**config.mk**
```make
export PLATFORM = sky130hd
export DESIGN_NAME = playfair_cipher_encrypt_flat
export DESIGN_NICKNAME = d
export VERILOG_FILES = /design/src/pf_pkg.sv /design/src/pf_in_if.sv /design/src/pf_out_if.sv /design/src/playfair_cipher_encrypt.sv /design/src/pf_front.sv /design/src/pf_queue.sv /design/src/pf_back.sv /design/src/flat_wrapper.sv
export SDC_FILE = /design/constraint.sdc
export NUM_CORES = 1
export LEC_CHECK = 0
export ABC_AREA = 1
export ABC_CLOCK_PERIOD_IN_PS = 4800
export BUFFER_PORTS_ARGS = -buffer_cell sky130_fd_sc_hd__buf_2
export CAP_MARGIN = 20
export CORE_MARGIN = 2
export CORE_UTILIZATION = 41
export CTS_CLUSTER_DIAMETER = 150
export DETAILED_ROUTE_END_ITERATION = 8
export GPL_ROUTABILITY_DRIVEN = 0
export PLACE_DENSITY_LB_ADDON = 0.25
export SLEW_MARGIN = 20
export SYNTH_ARGS = -nofsm -noshare
export SYNTH_HDL_FRONTEND = slang
export SYNTH_HIERARCHICAL = 1
export SYNTH_SLANG_ARGS = --single-unit
```
**constraint.sdc**
```tcl
create_clock -name clk -period 4.8 [get_ports clk]
set_input_delay 0.24 -clock clk [delete_from_list [all_inputs] [get_ports clk]]
set_output_delay 0.24 -clock clk [all_outputs]
set_load 0.05 [all_outputs]
```
**src/pf_pkg.sv**
```systemverilog
package pf_pkg;

  // square geometry
  localparam int SIDE        = 5;
  localparam int CELLS       = SIDE * SIDE;
  localparam int NUM_LETTERS = 26;

  // letter codes, A is zero
  localparam logic [4:0] CODE_I = 5'd8;
  localparam logic [4:0] CODE_J = 5'd9;
  localparam logic [4:0] CODE_X = 5'd23;
  localparam logic [4:0] CODE_Z = 5'd25;

  // ascii bounds for key bytes
  localparam logic [7:0] CHAR_UA = 8'h41;
  localparam logic [7:0] CHAR_UZ = 8'h5a;
  localparam logic [7:0] CHAR_LA = 8'h61;
  localparam logic [7:0] CHAR_LZ = 8'h7a;
  localparam logic [7:0] CASE_OFFSET = 8'h20;

  // op field of an input beat
  typedef enum logic [1:0] {
    OP_KEY     = 2'd0,
    OP_FINISH  = 2'd1,
    OP_ENCRYPT = 2'd2
  } pf_op_t;

  // command kinds in the queue
  typedef enum logic [1:0] {
    CMD_KEY,
    CMD_FINISH,
    CMD_ENCRYPT
  } pf_kind_t;

  typedef struct packed {
    pf_kind_t   kind;
    logic [4:0] key_code;
    logic [4:0] first;
    logic [4:0] second;
  } pf_cmd_t;

  // back end sequencer
  typedef enum logic [1:0] {
    ST_IDLE,
    ST_FILL,
    ST_POS,
    ST_OUT
  } pf_state_t;

  // clamp to Z and fold J onto I
  function automatic logic [4:0] pf_clean(input logic [4:0] code);
    logic [4:0] c;
    c = (code > CODE_Z) ? CODE_Z : code;
    if (c == CODE_J) c = CODE_I;
    return c;
  endfunction

  // row of a square index
  function automatic logic [2:0] pf_row(input logic [4:0] pos);
    logic [4:0] p;
    logic [2:0] r;
    p = (pos >= 5'(CELLS)) ? pos - 5'(CELLS) : pos;
    r = 3'd0;
    for (int i = 1; i < SIDE; i++) begin
      if (p >= 5'(i * SIDE)) r = 3'(i);
    end
    return r;
  endfunction

  // column of a square index
  function automatic logic [2:0] pf_col(input logic [4:0] pos);
    logic [4:0] p;
    p = (pos >= 5'(CELLS)) ? pos - 5'(CELLS) : pos;
    return 3'(p - 5'(pf_row(pos)) * 5'(SIDE));
  endfunction

  // wrap to the next row or column
  function automatic logic [2:0] pf_next(input logic [2:0] v);
    return (v == 3'(SIDE - 1)) ? 3'd0 : v + 3'd1;
  endfunction

  function automatic logic [4:0] pf_addr(input logic [2:0] row, input logic [2:0] col);
    return 5'(row) * 5'(SIDE) + 5'(col);
  endfunction

endpackage

```
**src/pf_in_if.sv**
```systemverilog
interface pf_in_if;
  import pf_pkg::*;

  logic       valid;
  logic       ready;
  logic [1:0] op;
  logic [7:0] key_byte;
  logic [4:0] first_letter;
  logic [4:0] second_letter;
  logic       second_present;

  modport source (
    output valid, op, key_byte, first_letter, second_letter, second_present,
    input  ready
  );

  modport sink (
    input  valid, op, key_byte, first_letter, second_letter, second_present,
    output ready
  );
endinterface

```
**src/pf_out_if.sv**
```systemverilog
interface pf_out_if;
  import pf_pkg::*;

  logic       valid;
  logic       ready;
  logic [4:0] cipher_first;
  logic [4:0] cipher_second;
  logic       not_ready;

  modport source (
    output valid, cipher_first, cipher_second, not_ready,
    input  ready
  );

  modport sink (
    input  valid, cipher_first, cipher_second, not_ready,
    output ready
  );
endinterface

```
**src/playfair_cipher_encrypt.sv**
```systemverilog
// channel  | dir | payload                                           | beat on
// in_ch    | in  | op, key_byte, first_letter, second_letter, s._pres | valid & ready
// out_ch   | out | cipher_first, cipher_second, not_ready            | valid & ready
//
// key byte: placed by the back end while idle; finish: a sweep over the alphabet, J skipped
// encrypt: the position read then the square read (both registered), then the output register
// front takes beats while the command queue has room, also during a stalled result
// synchronous active-low reset clears the square state; no clearing pass
module playfair_cipher_encrypt
  import pf_pkg::*;
#(
  parameter int QUEUE_DEPTH = 2
) (
  input  logic      clk,
  input  logic      rst_n,
  pf_in_if.sink     in_ch,
  pf_out_if.source  out_ch
);

  logic    push_valid, push_ready;
  pf_cmd_t push_data;
  logic    pop_valid, pop_ready;
  pf_cmd_t pop_data;

  pf_front u_front (
    .in_ch      (in_ch),
    .push_valid (push_valid),
    .push_ready (push_ready),
    .push_data  (push_data)
  );

  pf_queue #(
    .DEPTH (QUEUE_DEPTH)
  ) u_queue (
    .clk        (clk),
    .rst_n      (rst_n),
    .push_valid (push_valid),
    .push_ready (push_ready),
    .push_data  (push_data),
    .pop_valid  (pop_valid),
    .pop_ready  (pop_ready),
    .pop_data   (pop_data)
  );

  pf_back u_back (
    .clk       (clk),
    .rst_n     (rst_n),
    .deq_valid (pop_valid),
    .deq_ready (pop_ready),
    .deq_data  (pop_data),
    .out_ch    (out_ch)
  );

endmodule

```
**src/pf_front.sv**
```systemverilog
module pf_front
  import pf_pkg::*;
(
  pf_in_if.sink   in_ch,
  output logic    push_valid,
  input  logic    push_ready,
  output pf_cmd_t push_data
);

  logic [7:0] upper;
  logic       is_letter;
  logic [4:0] key_code;
  logic [4:0] first_c;
  logic [4:0] second_c;
  logic       keep;

  // key byte to letter code
  always_comb begin
    upper = in_ch.key_byte;
    if (in_ch.key_byte >= CHAR_LA && in_ch.key_byte <= CHAR_LZ) begin
      upper = in_ch.key_byte - CASE_OFFSET;
    end
    is_letter = (upper >= CHAR_UA) && (upper <= CHAR_UZ);
    key_code  = 5'(upper - CHAR_UA);
    if (key_code == CODE_J) key_code = CODE_I;
  end

  // digraph cleanup: padding and doubled letters
  always_comb begin
    first_c  = pf_clean(in_ch.first_letter);
    second_c = in_ch.second_present ? pf_clean(in_ch.second_letter) : CODE_X;
    if (first_c == second_c) second_c = CODE_X;
  end

  // classify the beat, drop non-letter key bytes and unused ops
  always_comb begin
    keep           = 1'b0;
    push_data.kind = CMD_KEY;
    unique case (in_ch.op)
      OP_KEY: begin
        keep           = is_letter;
        push_data.kind = CMD_KEY;
      end
      OP_FINISH: begin
        keep           = 1'b1;
        push_data.kind = CMD_FINISH;
      end
      OP_ENCRYPT: begin
        keep           = 1'b1;
        push_data.kind = CMD_ENCRYPT;
      end
      default: keep = 1'b0;
    endcase
    push_data.key_code = key_code;
    push_data.first    = first_c;
    push_data.second   = second_c;
  end

  assign push_valid  = in_ch.valid && keep;
  assign in_ch.ready = push_ready;

endmodule

```
**src/pf_queue.sv**
```systemverilog
module pf_queue
  import pf_pkg::*;
#(
  parameter int DEPTH = 2
) (
  input  logic    clk,
  input  logic    rst_n,
  input  logic    push_valid,
  output logic    push_ready,
  input  pf_cmd_t push_data,
  output logic    pop_valid,
  input  logic    pop_ready,
  output pf_cmd_t pop_data
);

  localparam int PW = $clog2(DEPTH);
  localparam int CW = $clog2(DEPTH + 1);

  pf_cmd_t         slots_r [DEPTH];
  logic [PW-1:0]   wr_ptr_r, wr_ptr_nxt;
  logic [PW-1:0]   rd_ptr_r, rd_ptr_nxt;
  logic [CW-1:0]   count_r, count_nxt;
  logic            do_push, do_pop;

  assign push_ready = (count_r != CW'(DEPTH));
  assign pop_valid  = (count_r != '0);
  assign pop_data   = slots_r[rd_ptr_r];
  assign do_push    = push_valid && push_ready;
  assign do_pop     = pop_valid && pop_ready;

  // pointer and count update
  always_comb begin
    wr_ptr_nxt = wr_ptr_r;
    rd_ptr_nxt = rd_ptr_r;
    count_nxt  = count_r;
    if (do_push) begin
      wr_ptr_nxt = (wr_ptr_r == PW'(DEPTH - 1)) ? '0 : wr_ptr_r + 1'b1;
    end
    if (do_pop) begin
      rd_ptr_nxt = (rd_ptr_r == PW'(DEPTH - 1)) ? '0 : rd_ptr_r + 1'b1;
    end
    if (do_push && !do_pop) count_nxt = count_r + 1'b1;
    else if (!do_push && do_pop) count_nxt = count_r - 1'b1;
  end

  always_ff @(posedge clk) begin
    if (!rst_n) begin
      wr_ptr_r <= '0;
      rd_ptr_r <= '0;
      count_r  <= '0;
    end else begin
      wr_ptr_r <= wr_ptr_nxt;
      rd_ptr_r <= rd_ptr_nxt;
      count_r  <= count_nxt;
    end
  end

  // slot storage
  always_ff @(posedge clk) begin
    if (do_push) slots_r[wr_ptr_r] <= push_data;
  end

endmodule

```
**src/pf_back.sv**
```systemverilog
module pf_back
  import pf_pkg::*;
(
  input  logic      clk,
  input  logic      rst_n,
  input  logic      deq_valid,
  output logic      deq_ready,
  input  pf_cmd_t   deq_data,
  pf_out_if.source  out_ch
);

  pf_state_t               state_r, state_nxt;
  logic [NUM_LETTERS-1:0]  used_r;
  logic [4:0]              fill_r;
  logic                    ready_r, ready_nxt;
  logic [4:0]              sweep_r, sweep_nxt;
  logic                    err_r, err_nxt;

  logic [4:0]              square_mem [CELLS];
  logic [4:0]              pos_mem [NUM_LETTERS];
  logic [4:0]              pos1_r, pos2_r;
  logic [4:0]              sq1_r, sq2_r;

  logic                    out_valid_r;
  logic [4:0]              out_first_r, out_second_r;
  logic                    out_err_r;

  logic                    place_en, place_ok;
  logic [4:0]              place_code;
  logic                    load_out, out_free;

  logic [2:0]              r1, c1, r2, c2;
  logic [4:0]              addr1, addr2;

  assign out_free = !out_valid_r || out_ch.ready;

  // sequencer
  always_comb begin
    state_nxt  = state_r;
    sweep_nxt  = sweep_r;
    ready_nxt  = ready_r;
    err_nxt    = err_r;
    deq_ready  = 1'b0;
    place_en   = 1'b0;
    place_code = deq_data.key_code;
    load_out   = 1'b0;
    unique case (state_r)
      ST_IDLE: begin
        deq_ready = 1'b1;
        if (deq_valid) begin
          unique case (deq_data.kind)
            CMD_KEY: place_en = !ready_r;
            CMD_FINISH: begin
              if (!ready_r) begin
                state_nxt = ST_FILL;
                sweep_nxt = '0;
              end
            end
            CMD_ENCRYPT: begin
              err_nxt   = !ready_r;
              state_nxt = ready_r ? ST_POS : ST_OUT;
            end
            default: ;
          endcase
        end
      end
      ST_FILL: begin
        place_en   = (sweep_r != CODE_J);
        place_code = sweep_r;
        sweep_nxt  = sweep_r + 5'd1;
        if (sweep_r == CODE_Z) begin
          ready_nxt = 1'b1;
          state_nxt = ST_IDLE;
        end
      end
      ST_POS: state_nxt = ST_OUT;
      ST_OUT: begin
        if (out_free) begin
          load_out  = 1'b1;
          state_nxt = ST_IDLE;
        end
      end
      default: state_nxt = ST_IDLE;
    endcase
  end

  assign place_ok = place_en && !used_r[place_code] && (fill_r < 5'(CELLS));

  always_ff @(posedge clk) begin
    if (!rst_n) begin
      state_r <= ST_IDLE;
      used_r  <= '0;
      fill_r  <= '0;
      ready_r <= 1'b0;
      sweep_r <= '0;
      err_r   <= 1'b0;
    end else begin
      state_r <= state_nxt;
      ready_r <= ready_nxt;
      sweep_r <= sweep_nxt;
      err_r   <= err_nxt;
      if (place_ok) begin
        used_r[place_code] <= 1'b1;
        fill_r             <= fill_r + 5'd1;
      end
    end
  end

  // square and position memories
  always_ff @(posedge clk) begin
    if (place_ok) begin
      square_mem[fill_r]  <= place_code;
      pos_mem[place_code] <= fill_r;
    end
    if (state_r == ST_IDLE) begin
      pos1_r <= pos_mem[deq_data.first];
      pos2_r <= pos_mem[deq_data.second];
    end
    if (state_r == ST_POS) begin
      sq1_r <= square_mem[addr1];
      sq2_r <= square_mem[addr2];
    end
  end

  // playfair rules on row and column
  always_comb begin
    r1 = pf_row(pos1_r);
    c1 = pf_col(pos1_r);
    r2 = pf_row(pos2_r);
    c2 = pf_col(pos2_r);
    if (r1 == r2) begin
      addr1 = pf_addr(r1, pf_next(c1));
      addr2 = pf_addr(r2, pf_next(c2));
    end else if (c1 == c2) begin
      addr1 = pf_addr(pf_next(r1), c1);
      addr2 = pf_addr(pf_next(r2), c2);
    end else begin
      addr1 = pf_addr(r1, c2);
      addr2 = pf_addr(r2, c1);
    end
  end

  // output register
  always_ff @(posedge clk) begin
    if (!rst_n) begin
      out_valid_r <= 1'b0;
    end else if (load_out) begin
      out_valid_r <= 1'b1;
    end else if (out_ch.ready) begin
      out_valid_r <= 1'b0;
    end
  end

  always_ff @(posedge clk) begin
    if (load_out) begin
      out_first_r  <= err_r ? '0 : sq1_r;
      out_second_r <= err_r ? '0 : sq2_r;
      out_err_r    <= err_r;
    end
  end

  assign out_ch.valid         = out_valid_r;
  assign out_ch.cipher_first  = out_first_r;
  assign out_ch.cipher_second = out_second_r;
  assign out_ch.not_ready     = out_err_r;

  a_fill_bound: assert property (@(posedge clk) disable iff (!rst_n)
    fill_r <= 5'(CELLS))
    else $error("fill count past square size");

  a_ready_full: assert property (@(posedge clk) disable iff (!rst_n)
    ready_r |-> (fill_r == 5'(CELLS)))
    else $error("square marked ready but not full");

  a_lookup_ready: assert property (@(posedge clk) disable iff (!rst_n)
    (state_r == ST_POS) |-> ready_r)
    else $error("lookup started on unfinished square");

  a_out_source: assert property (@(posedge clk) disable iff (!rst_n)
    $rose(out_valid_r) |-> $past(state_r == ST_OUT))
    else $error("result loaded outside output state");

endmodule

```
**src/flat_wrapper.sv**
```systemverilog
// flat-port wrapper written by rule: the top's interface ports become plain ports
module playfair_cipher_encrypt_flat import pf_pkg::*;
#(
  parameter int QUEUE_DEPTH = 2
)
  (clk, rst_n, in_ch_valid, in_ch_op, in_ch_key_byte, in_ch_first_letter, in_ch_second_letter, in_ch_second_present, in_ch_ready, out_ch_valid, out_ch_cipher_first, out_ch_cipher_second, out_ch_not_ready, out_ch_ready);
  pf_in_if in_ch_i ();
  pf_out_if out_ch_i ();
  input  logic clk;
  input  logic rst_n;
  input wire logic [$bits(in_ch_i.valid)-1:0] in_ch_valid;
  input wire logic [$bits(in_ch_i.op)-1:0] in_ch_op;
  input wire logic [$bits(in_ch_i.key_byte)-1:0] in_ch_key_byte;
  input wire logic [$bits(in_ch_i.first_letter)-1:0] in_ch_first_letter;
  input wire logic [$bits(in_ch_i.second_letter)-1:0] in_ch_second_letter;
  input wire logic [$bits(in_ch_i.second_present)-1:0] in_ch_second_present;
  output wire logic [$bits(in_ch_i.ready)-1:0] in_ch_ready;
  output wire logic [$bits(out_ch_i.valid)-1:0] out_ch_valid;
  output wire logic [$bits(out_ch_i.cipher_first)-1:0] out_ch_cipher_first;
  output wire logic [$bits(out_ch_i.cipher_second)-1:0] out_ch_cipher_second;
  output wire logic [$bits(out_ch_i.not_ready)-1:0] out_ch_not_ready;
  input wire logic [$bits(out_ch_i.ready)-1:0] out_ch_ready;
  assign in_ch_i.valid = in_ch_valid;
  assign in_ch_i.op = in_ch_op;
  assign in_ch_i.key_byte = in_ch_key_byte;
  assign in_ch_i.first_letter = in_ch_first_letter;
  assign in_ch_i.second_letter = in_ch_second_letter;
  assign in_ch_i.second_present = in_ch_second_present;
  assign in_ch_ready = in_ch_i.ready;
  assign out_ch_valid = out_ch_i.valid;
  assign out_ch_cipher_first = out_ch_i.cipher_first;
  assign out_ch_cipher_second = out_ch_i.cipher_second;
  assign out_ch_not_ready = out_ch_i.not_ready;
  assign out_ch_i.ready = out_ch_ready;
  playfair_cipher_encrypt #(.QUEUE_DEPTH(QUEUE_DEPTH)) u_core (.clk(clk), .rst_n(rst_n), .in_ch(in_ch_i), .out_ch(out_ch_i));
endmodule
```
==> results.md, run 1 <==
Yosys:
- The complex-gate fraction of the synthesized area is 11.4%.
- sky130_fd_sc_hd__nand2_1 is the most common cell in the netlist.
- The multiplexer share of the synthesized area is 1.12%.
- Summing the sequential cell areas from Yosys gives 51.7% of the chip area.
- The share of synthesized registers carrying an async set or reset is 0%.
- Summing the areas of all xor and xnor instances in the mapped netlist gives 1.07% of the synthesized area.
- The synthesized design contains 366 register bits.
- The synthesized area per cell is 9.04 um2.
- The number of nets in the synthesized netlist is 2343.
- In the synthesized netlist the dominant register cell turns out to be sky130_fd_sc_hd__edfxtp_1.
- Ranked by total cell area, the synthesized netlist is headed by sky130_fd_sc_hd__edfxtp_1 47%, sky130_fd_sc_hd__nand3_1 8.2%, sky130_fd_sc_hd__nand2_1 7.2%.
- The combined area of all synthesized cells is 20400 um2.
- The number of warnings issued by yosys is 6.
- Synthesis handed over a netlist of 2254 instances.
- Of the post-synthesis cell area, the dominant cell type holds 47.1%.
- After Yosys synthesis, full adders, half adders and majority gates account for 4.22% of the synthesized area.
- After synthesis, the netlist uses 59 different library cells.
- The commonest cells after synthesis are 392 x sky130_fd_sc_hd__nand2_1, 333 x sky130_fd_sc_hd__nand3_1, 320 x sky130_fd_sc_hd__edfxtp_1.
- Summed over all instances, the cell type with the most area after synthesis is sky130_fd_sc_hd__edfxtp_1.
- The fraction of the mapped netlist area in simple logic gates is 22.0%.
- The synthesized design contains 320 enable-type register cells.
- The dominant combinational cell family by area after synthesis is simple AND/OR/NAND/NOR gates.

Place:
- Once detailed placement completed, the half-perimeter wirelength came to 38200 um.
- The number of buffer cells added on primary ports is 37.
- The placement-stage worst setup slack is -0.166 ns.

Cells and area:
- The repair_antennas step left the layout with diodes totalling 0.
- After the last flow step, the layout net total stands at 2401.
- The final design utilization is 48.0%.
- Relative to the synthesized area, the layout overhead comes to 15.4%.
- Cells with a size suffix above 1 make up 15.8% of the layout.

Worst setup path:
- The number of cells on the worst reg-to-reg path is 30.
- The worst setup path is captured at a flip-flop.
- The critical path in this run is classified as flip-flop to flip-flop.
- Across all register-to-register paths, the minimum setup slack is 0.15 ns.
- The largest stage delay on the critical path is 0.56 ns.
- The startpoint of the lowest-slack register-to-register path is u_core/u_back/pos1_r[1].
- The slowest stage of the critical path belongs to the cell sky130_fd_sc_hd__fa_2.
- STA puts the critical path data required time at 5.13 ns.
- The cell family contributing the most delay on the critical path is simple AND/OR/NAND/NOR gates.
- STA classifies the critical path startpoint as a flip-flop.
- The data arrival at the endpoint of the critical path is 4.98 ns.
- The count of buffer and inverter cells on the critical path is 6.
- The end of the worst register-to-register path is u_core/u_back/sq1_r[0].
- In this run the worst path has a maximum fanout of 30.

Global routing:
- The total grt overflow is 0.
- The total routing resource utilization after global routing is 22.2%.
- Global routing used 31.0% of the available met1 tracks.
- Entering global routing, the biggest net connects 87 pins.
- The first global-routing pass estimated 88700 um of wire.
- The via count of the first global-routing pass was 16003.
- The number of antenna violations at the first check in global routing is 0.
- The met2 routing resource usage after global routing is 34.9%.
- In the global route stage, met3 resource usage came out at 3.99%.
- The global routing stage identified its most utilized layer as met2.

Clock tree:
- After clock tree synthesis, the clock-pin slew on the worst setup and hold paths is 0.06 ns.
- The count of clock tree sinks is 366.
- Counting the buffers created by CTS gives 40.
- The clock tree synthesis step divided the H-tree into 2 levels.
- The clock insertion delay at the later pin of the skew report is 0.56 ns.
- The tree is rooted in a sky130_fd_sc_hd__clkbuf_16.
- In this run the deepest clock path goes through 3 buffers.
- TritonCTS built the clock tree.

Timing:
- Once routing completed, OpenROAD measured the worst setup slack at 0.147 ns.
- The number of failing hold endpoints at the final stage was 0.
- At the pin with the least slew margin, the transition time is 1.06 ns.
- The final number of max-transition violations is 0.
- The final sum of negative setup slack is 0 ns.
- Dividing the final minimum period by the clock period gives 96.9%.
- The upper clock frequency limit is 215 MHz.
- Between clock sinks in the finished design, the worst skew comes to 0.0201 ns.
- Setup repair after global routing could not meet its margin everywhere.
- Subtracting the final worst setup slack from the clock period gives 4.65 ns.
- The headroom to the max-slew limit is 29.0%.
- Setup violations remaining at the end of the flow were counted as 0.

Drt:
- The total via count after detailed routing is 17121.
- In the final routed layout, each cell accounts on average for 19.5 um.
- The detailed-router iteration count before antenna repair is 9.
- In the routed layout, each cell is associated on average with a via count of 5.70.
- The aggregate routed wire length is 58700 um.
- The remaining number of nets flagged by the antenna check after routing is 0.
- The number of DRC violations after detailed-routing iteration 0 is 2295.
- In the routed design, unresolved DRC markers number 0.

Die:
- The width of the die is 227 um.
- During I/O placement, the number of pins put on the boundary was 38.
- The die area is 51500 um2.
- The effective utilization at floorplan is 41.6%.
- Measured along the y axis, the die boundary spans 227 um.
- The region available for standard cell placement spans 49100 um2.
- After floorplanning, the core was divided into 81 placement rows.

Status:
- The flow ran to the end, and the final reports show no timing, DRC or antenna violations.

Min path:
- The start point of the worst min-delay path is in_ch_second_present.
- The worst hold path endpoint is u_core/u_queue/slots_r[1][4].
- The cell depth of the worst min-delay path is 2.
- The path class of the lowest-slack min-delay path is primary input to flip-flop.

Run:
- The count of max-cap constraint violations is 0.
-- metrics by stage --
| stage | instances | instance area (um2) | hold WS, ns |
|---|---|---|---|
| finish | 3006 | 23500 | 0.0327 |
| global route | 3006 | 23500 | 0.0354 |
| CTS | 2983 | 22600 | 0.0101 |
| detailed placement | 2904 | 21300 | 0.454 |
| global placement | 2904 | 21300 | 0.449 |
| floorplan | 2254 | 20400 | 0.361 |
-- layout by cell type (no fill, tap or decap), drive strengths merged, types with 4 or more instances in the layout --
| cell type | count |
|---|---|
| o21ai | 169 |
| fa | 8 |
| clkinv | 19 |
| clkbuf | 62 |
| nand2 | 419 |
| edfxtp | 320 |
| nand4 | 8 |
| nor2 | 211 |
| dfxtp | 46 |
| a31oi | 14 |
| o221ai | 32 |
| mux2 | 17 |
| o22ai | 6 |
| a32oi | 7 |
| or2 | 4 |
| o21a | 34 |
| xor2 | 13 |
| ha | 56 |
| nand3 | 345 |
| dlygate4sd3 | 4 |
| nor3 | 11 |
| a21oi | 56 |
| o211ai | 28 |
| inv | 301 |
| buf | 108 |
| xnor2 | 11 |
-- metal layers --
| metal | up-vias | share of wire (%) |
|---|---|---|
| met5 | - | 0 |
| met4 | 0 | 2.9 |
| met3 | 137 | 10 |
| met2 | 956 | 45 |
| met1 | 8196 | 41 |
| li1 | 7832 | - |
-- state kept, by name (all words and copies together), names as in the netlist, named ones only --
signal / count
u_core/u_queue/wr_ptr_r: 1
u_core/u_back/used_r: 26
u_core/u_back/pos2_r: 5
u_core/u_back/out_ch.valid: 1
u_core/u_back/sweep_r: 5
u_core/u_back/square_mem: 125
u_core/u_back/sq1_r: 5
u_core/u_back/ready_r: 1
u_core/u_back/out_ch.not_ready: 1
u_core/u_queue/rd_ptr_r: 1
u_core/u_queue/count_r: 2
u_core/u_queue/slots_r: 34
u_core/u_back/out_ch.cipher_first: 5
u_core/u_back/err_r: 1
u_core/u_back/out_ch.cipher_second: 5
u_core/u_back/sq2_r: 5
u_core/u_back/state_r: 2
u_core/u_back/pos1_r: 5
u_core/u_back/fill_r: 5
u_core/u_back/pos_mem: 130
-- cells by family after synthesis --
family | count (synthesis)
xor+xnor | 24
fa+ha+maj | 64
compound gates | 369
mux | 17
flops | 366
simple gates | 1002
buf+inv | 412
-- cell type report --
cell class / instances / area (um2)
clock buffer: 56 / 1090
clock inverter: 16 / 163
fill: 4625 / 25500
inverter: 309 / 1190
multi-input combinational: 1476 / 8650
sequential: 366 / 10500
tap: 664 / 831
timing repair buffer: 118 / 1060
timing repair inverter: 1 / 5.00
-- worst max-delay path by stage --
stage | to | cells after the start | slack, ns | startpoint
6_report | u_core/u_back/sq1_r[0] | 30 | 0.15 | u_core/u_back/pos1_r[1]
5_1_grt | u_core/u_back/sq1_r[3] | 28 | -0.09 | u_core/u_back/pos1_r[0]
3_5_place_dp | u_core/u_back/sq2_r[1] | 34 | -0.17 | u_core/u_back/pos2_r[0]
3_3_place_gp | u_core/u_back/sq2_r[1] | 30 | -0.02 | u_core/u_back/pos2_r[0]
4_1_cts | u_core/u_back/sq2_r[0] | 32 | 0.006 | u_core/u_back/pos2_r[0]
2_1_floorplan | u_core/u_back/sq1_r[0] | 32 | 0.34 | u_core/u_back/pos1_r[0]
-- repair_timing --
item                       CTS  global route
setup buffers                3            15
hold endpoints to repair     7             0
pin swaps                    0            55
hold buffers                 4             0
setup endpoints to repair    9            10
gates resized for setup      6           146
gates cloned                 0             8
Power of run 1 is left out: the tool's default activity adds up to more than one toggle a clock period on the data nets, which glitch-free logic cannot reach.
==> inputs of run 2 (changes only) <==
--- a/config.mk
+++ b/config.mk
@@ -9,8 +9,10 @@
 export ABC_CLOCK_PERIOD_IN_PS = 4800
 export BUFFER_PORTS_ARGS = -buffer_cell sky130_fd_sc_hd__buf_2
 export CAP_MARGIN = 20
+export CELL_PAD_IN_SITES_DETAIL_PLACEMENT = 1
+export CELL_PAD_IN_SITES_GLOBAL_PLACEMENT = 2
 export CORE_MARGIN = 2
-export CORE_UTILIZATION = 41
+export CORE_UTILIZATION = 37
 export CTS_CLUSTER_DIAMETER = 150
 export DETAILED_ROUTE_END_ITERATION = 8
 export GPL_ROUTABILITY_DRIVEN = 0
==> run 2 against run 1 <==
Against the previous run: cell area increased by 3.4%; clock-buffer cell count did not move; sequential share of layout area shrank 1.5 points; global-route usage is 2.2 points higher; clock skew up 0.0083 ns; hold slack got worse by 0.0082 ns; first-iteration DRC count down 52%; core utilization shrank 3.6 points; setup slack got worse by 0.036 ns; wire length up 20%; non-clock buffer count rose by 48; largest cell class unchanged; highest routed layer unchanged.
==> results.md, run 2 (synthesis results as in run 1) <==
Worst setup path:
- The sort of element at the start of the critical path is a flip-flop.
- The worst setup path is captured at a flip-flop.
- The gate family responsible for the most delay along the worst path is adder cells.
- In this design, the critical path's most frequently occurring cell is sky130_fd_sc_hd__nand2_2.
- The count of buffer and inverter cells on the critical path is 5.
- Data on the critical path arrives at its endpoint at 5.03 ns.
- The largest stage delay on the critical path is 0.64 ns.
- Along the worst path, the maximum fanout reaches 7.
- The slowest stage of the critical path is the sky130_fd_sc_hd__fa_2 cell.
- The critical path is of the flip-flop to flip-flop type.
- STA puts the critical path data required time at 5.14 ns.

Drt:
- The detailed-router iteration count before antenna repair is 7.
- The remaining number of nets flagged by the antenna check after routing is 0.
- The aggregate routed wire length is 70700 um.
- The via-per-instance ratio is 5.48.
- In the routed design, unresolved DRC markers number 0.
- The detailed router finished its first iteration with 1097 violations.
- For this block, the via count after detailed routing is 17012.
- In the final routed layout, each cell accounts on average for 22.8 um.

Timing:
- The upper clock frequency limit is 213 MHz.
- The number of endpoints failing setup at the final stage is 0.
- The final number of max-transition violations is 0.
- The number of failing hold endpoints at the final stage is 0.
- The period utilization is 97.7%.
- In this run the tightest slew margin relative to its limit is 41.3%.
- Across all hold checks on the routed design, the worst slack comes to 0.0245 ns.
- The post-route minimum period is 4.69 ns.
- The worst clock skew is 0.0284 ns.
- The slew at the pin with the worst max-slew slack is 0.880 ns.
- In the final timing run, aggregate negative setup slack is 0 ns.
- Setup repair after global routing could not meet its margin everywhere.

Die:
- The I/O pin count is 38.
- The effective utilization at floorplan is 37.2%.
- After floorplanning, the core was divided into 86 placement rows.
- The die is 239 um tall.
- The area inside the core boundary is 54800 um2.
- The die is 239 um wide.
- The die area is 57000 um2.

Cells and area:
- At the end of the flow, the number of nets in the layout was 2453.
- The largest registers in the layout are u_core/u_back/pos_mem (130), u_core/u_back/square_mem (125), u_core/u_queue/slots_r (34).
- 0 antenna diodes ended up in the layout.
- The layout cell share with drive strength beyond 1 is 18.8%.
- The top cell types in the final layout, fill and taps aside, are 356 x sky130_fd_sc_hd__nand2_1, 320 x sky130_fd_sc_hd__edfxtp_1, 290 x sky130_fd_sc_hd__nand3_1, 269 x sky130_fd_sc_hd__inv_1, 202 x sky130_fd_sc_hd__nor2_1.
- The area growth from synthesis to layout is 19.3%.
- After routing the design area is 24300 um2.
- The number of flip-flops in the largest register is 130.
- u_core/u_back/pos_mem holds more flip-flops than any other register.
- The most frequent standard cell in the layout excluding fill and tap cells is sky130_fd_sc_hd__nand2_1.

Global routing:
- Entering global routing, the biggest net connects 67 pins.
- The total grt overflow is 0.
- The number of antenna violations at the first check in global routing came to 0.
- The via count of the first global-routing pass is 17538.
- The first global-routing pass estimated 106000 um of wire.
- The total routing resource utilization after global routing is 24.3%.

Place:
- During placement, the flow inserted port buffers numbering 37.
- The post-detailed-placement half-perimeter wirelength is 47300 um.
- The total placed instance area is 21500 um2.

Clock tree:
- The clock slew at the register clock pins of the worst setup and hold paths is 0.06 ns.
- The H-tree level count is 2.
- The count of clock tree sinks is 366.
- Counting the buffers created by CTS gives 44.
- The cell sitting at the root of the clock tree is a sky130_fd_sc_hd__clkbuf_16.
- At the later pin of the worst-skew pair, clock insertion delay measures 0.60 ns.
- The number of buffers between clock root and the deepest sink is 3.
- TritonCTS built the clock tree.

Min path:
- The path class of the lowest-slack min-delay path is primary input to flip-flop.

Run:
- The count of max-cap constraint violations is 0.

Status:
- The flow ran to the end, and the final reports show no timing, DRC or antenna violations.
==> run 2: repair_timing <==
action	4_1_cts	5_1_grt
hold endpoints to repair	13	0
setup buffers	9	26
gates cloned	1	7
gates resized for setup	44	159
setup endpoints to repair	10	10
hold buffers	8	0
pin swaps	6	69
==> run 2: final timing paths <==
path / from / end / slack [ns] / depth (start not counted)
max reg2reg: u_core/u_back/pos2_r[1] / u_core/u_back/sq2_r[0] / 0.11 / 28
max: u_core/u_back/pos2_r[1] / u_core/u_back/sq2_r[0] / 0.11 / 28
min reg2reg: u_core/u_back/used_r[14] / u_core/u_back/used_r[14] / 0.47 / 1
min: in_ch_first_letter[2] / u_core/u_queue/slots_r[0][7] / 0.02 / 3
==> run 2: worst reg2reg max path: cells and delay by family, from the launching register on <==
family / cells / cell delay (ns)
AO/OA/AOI/OAI: 1 / 0.33
XOR/XNOR: 1 / 0.18
adder cells (fa/ha/maj): 5 / 1.57
buffers and inverters: 5 / 0.53
flip-flops: 1 / 0.44
AND/OR/NAND/NOR: 16 / 1.38
==> run 2: layout make-up <==
cell class / instances / area (um2)
fillers: 6188 / 30500
flip-flops and latches: 366 / 10500
multi-input cells: 1476 / 8850
repair buffers: 166 / 1480
clock buffers: 56 / 1190
inverters: 309 / 1180
well taps: 704 / 881
clock inverters: 24 / 203
repair inverters: 1 / 5.00
==> run 2: through the flow <==
step,utilization (%),setup WS (ns),std cells
finish,44.4,0.110,3102
global route,44.4,-0.158,3102
CTS,42.5,-0.0282,3069
detailed placement,39.3,-0.248,2971
global placement,39.3,-0.0686,2971
floorplan,-,0.342,2254
==> run 2: routing by layer <==
layer / vias to the layer above / GRT usage (%) / part of all wire, %
li1: 7950 / - / -
met1: 8458 / 30.2 / 42
met2: 450 / 42.5 / 50
met3: 154 / 3.12 / 4.3
met4: 0 / 10.3 / 4.1
met5: - / 0 / 0
Power of run 2 is left out for the same reason.
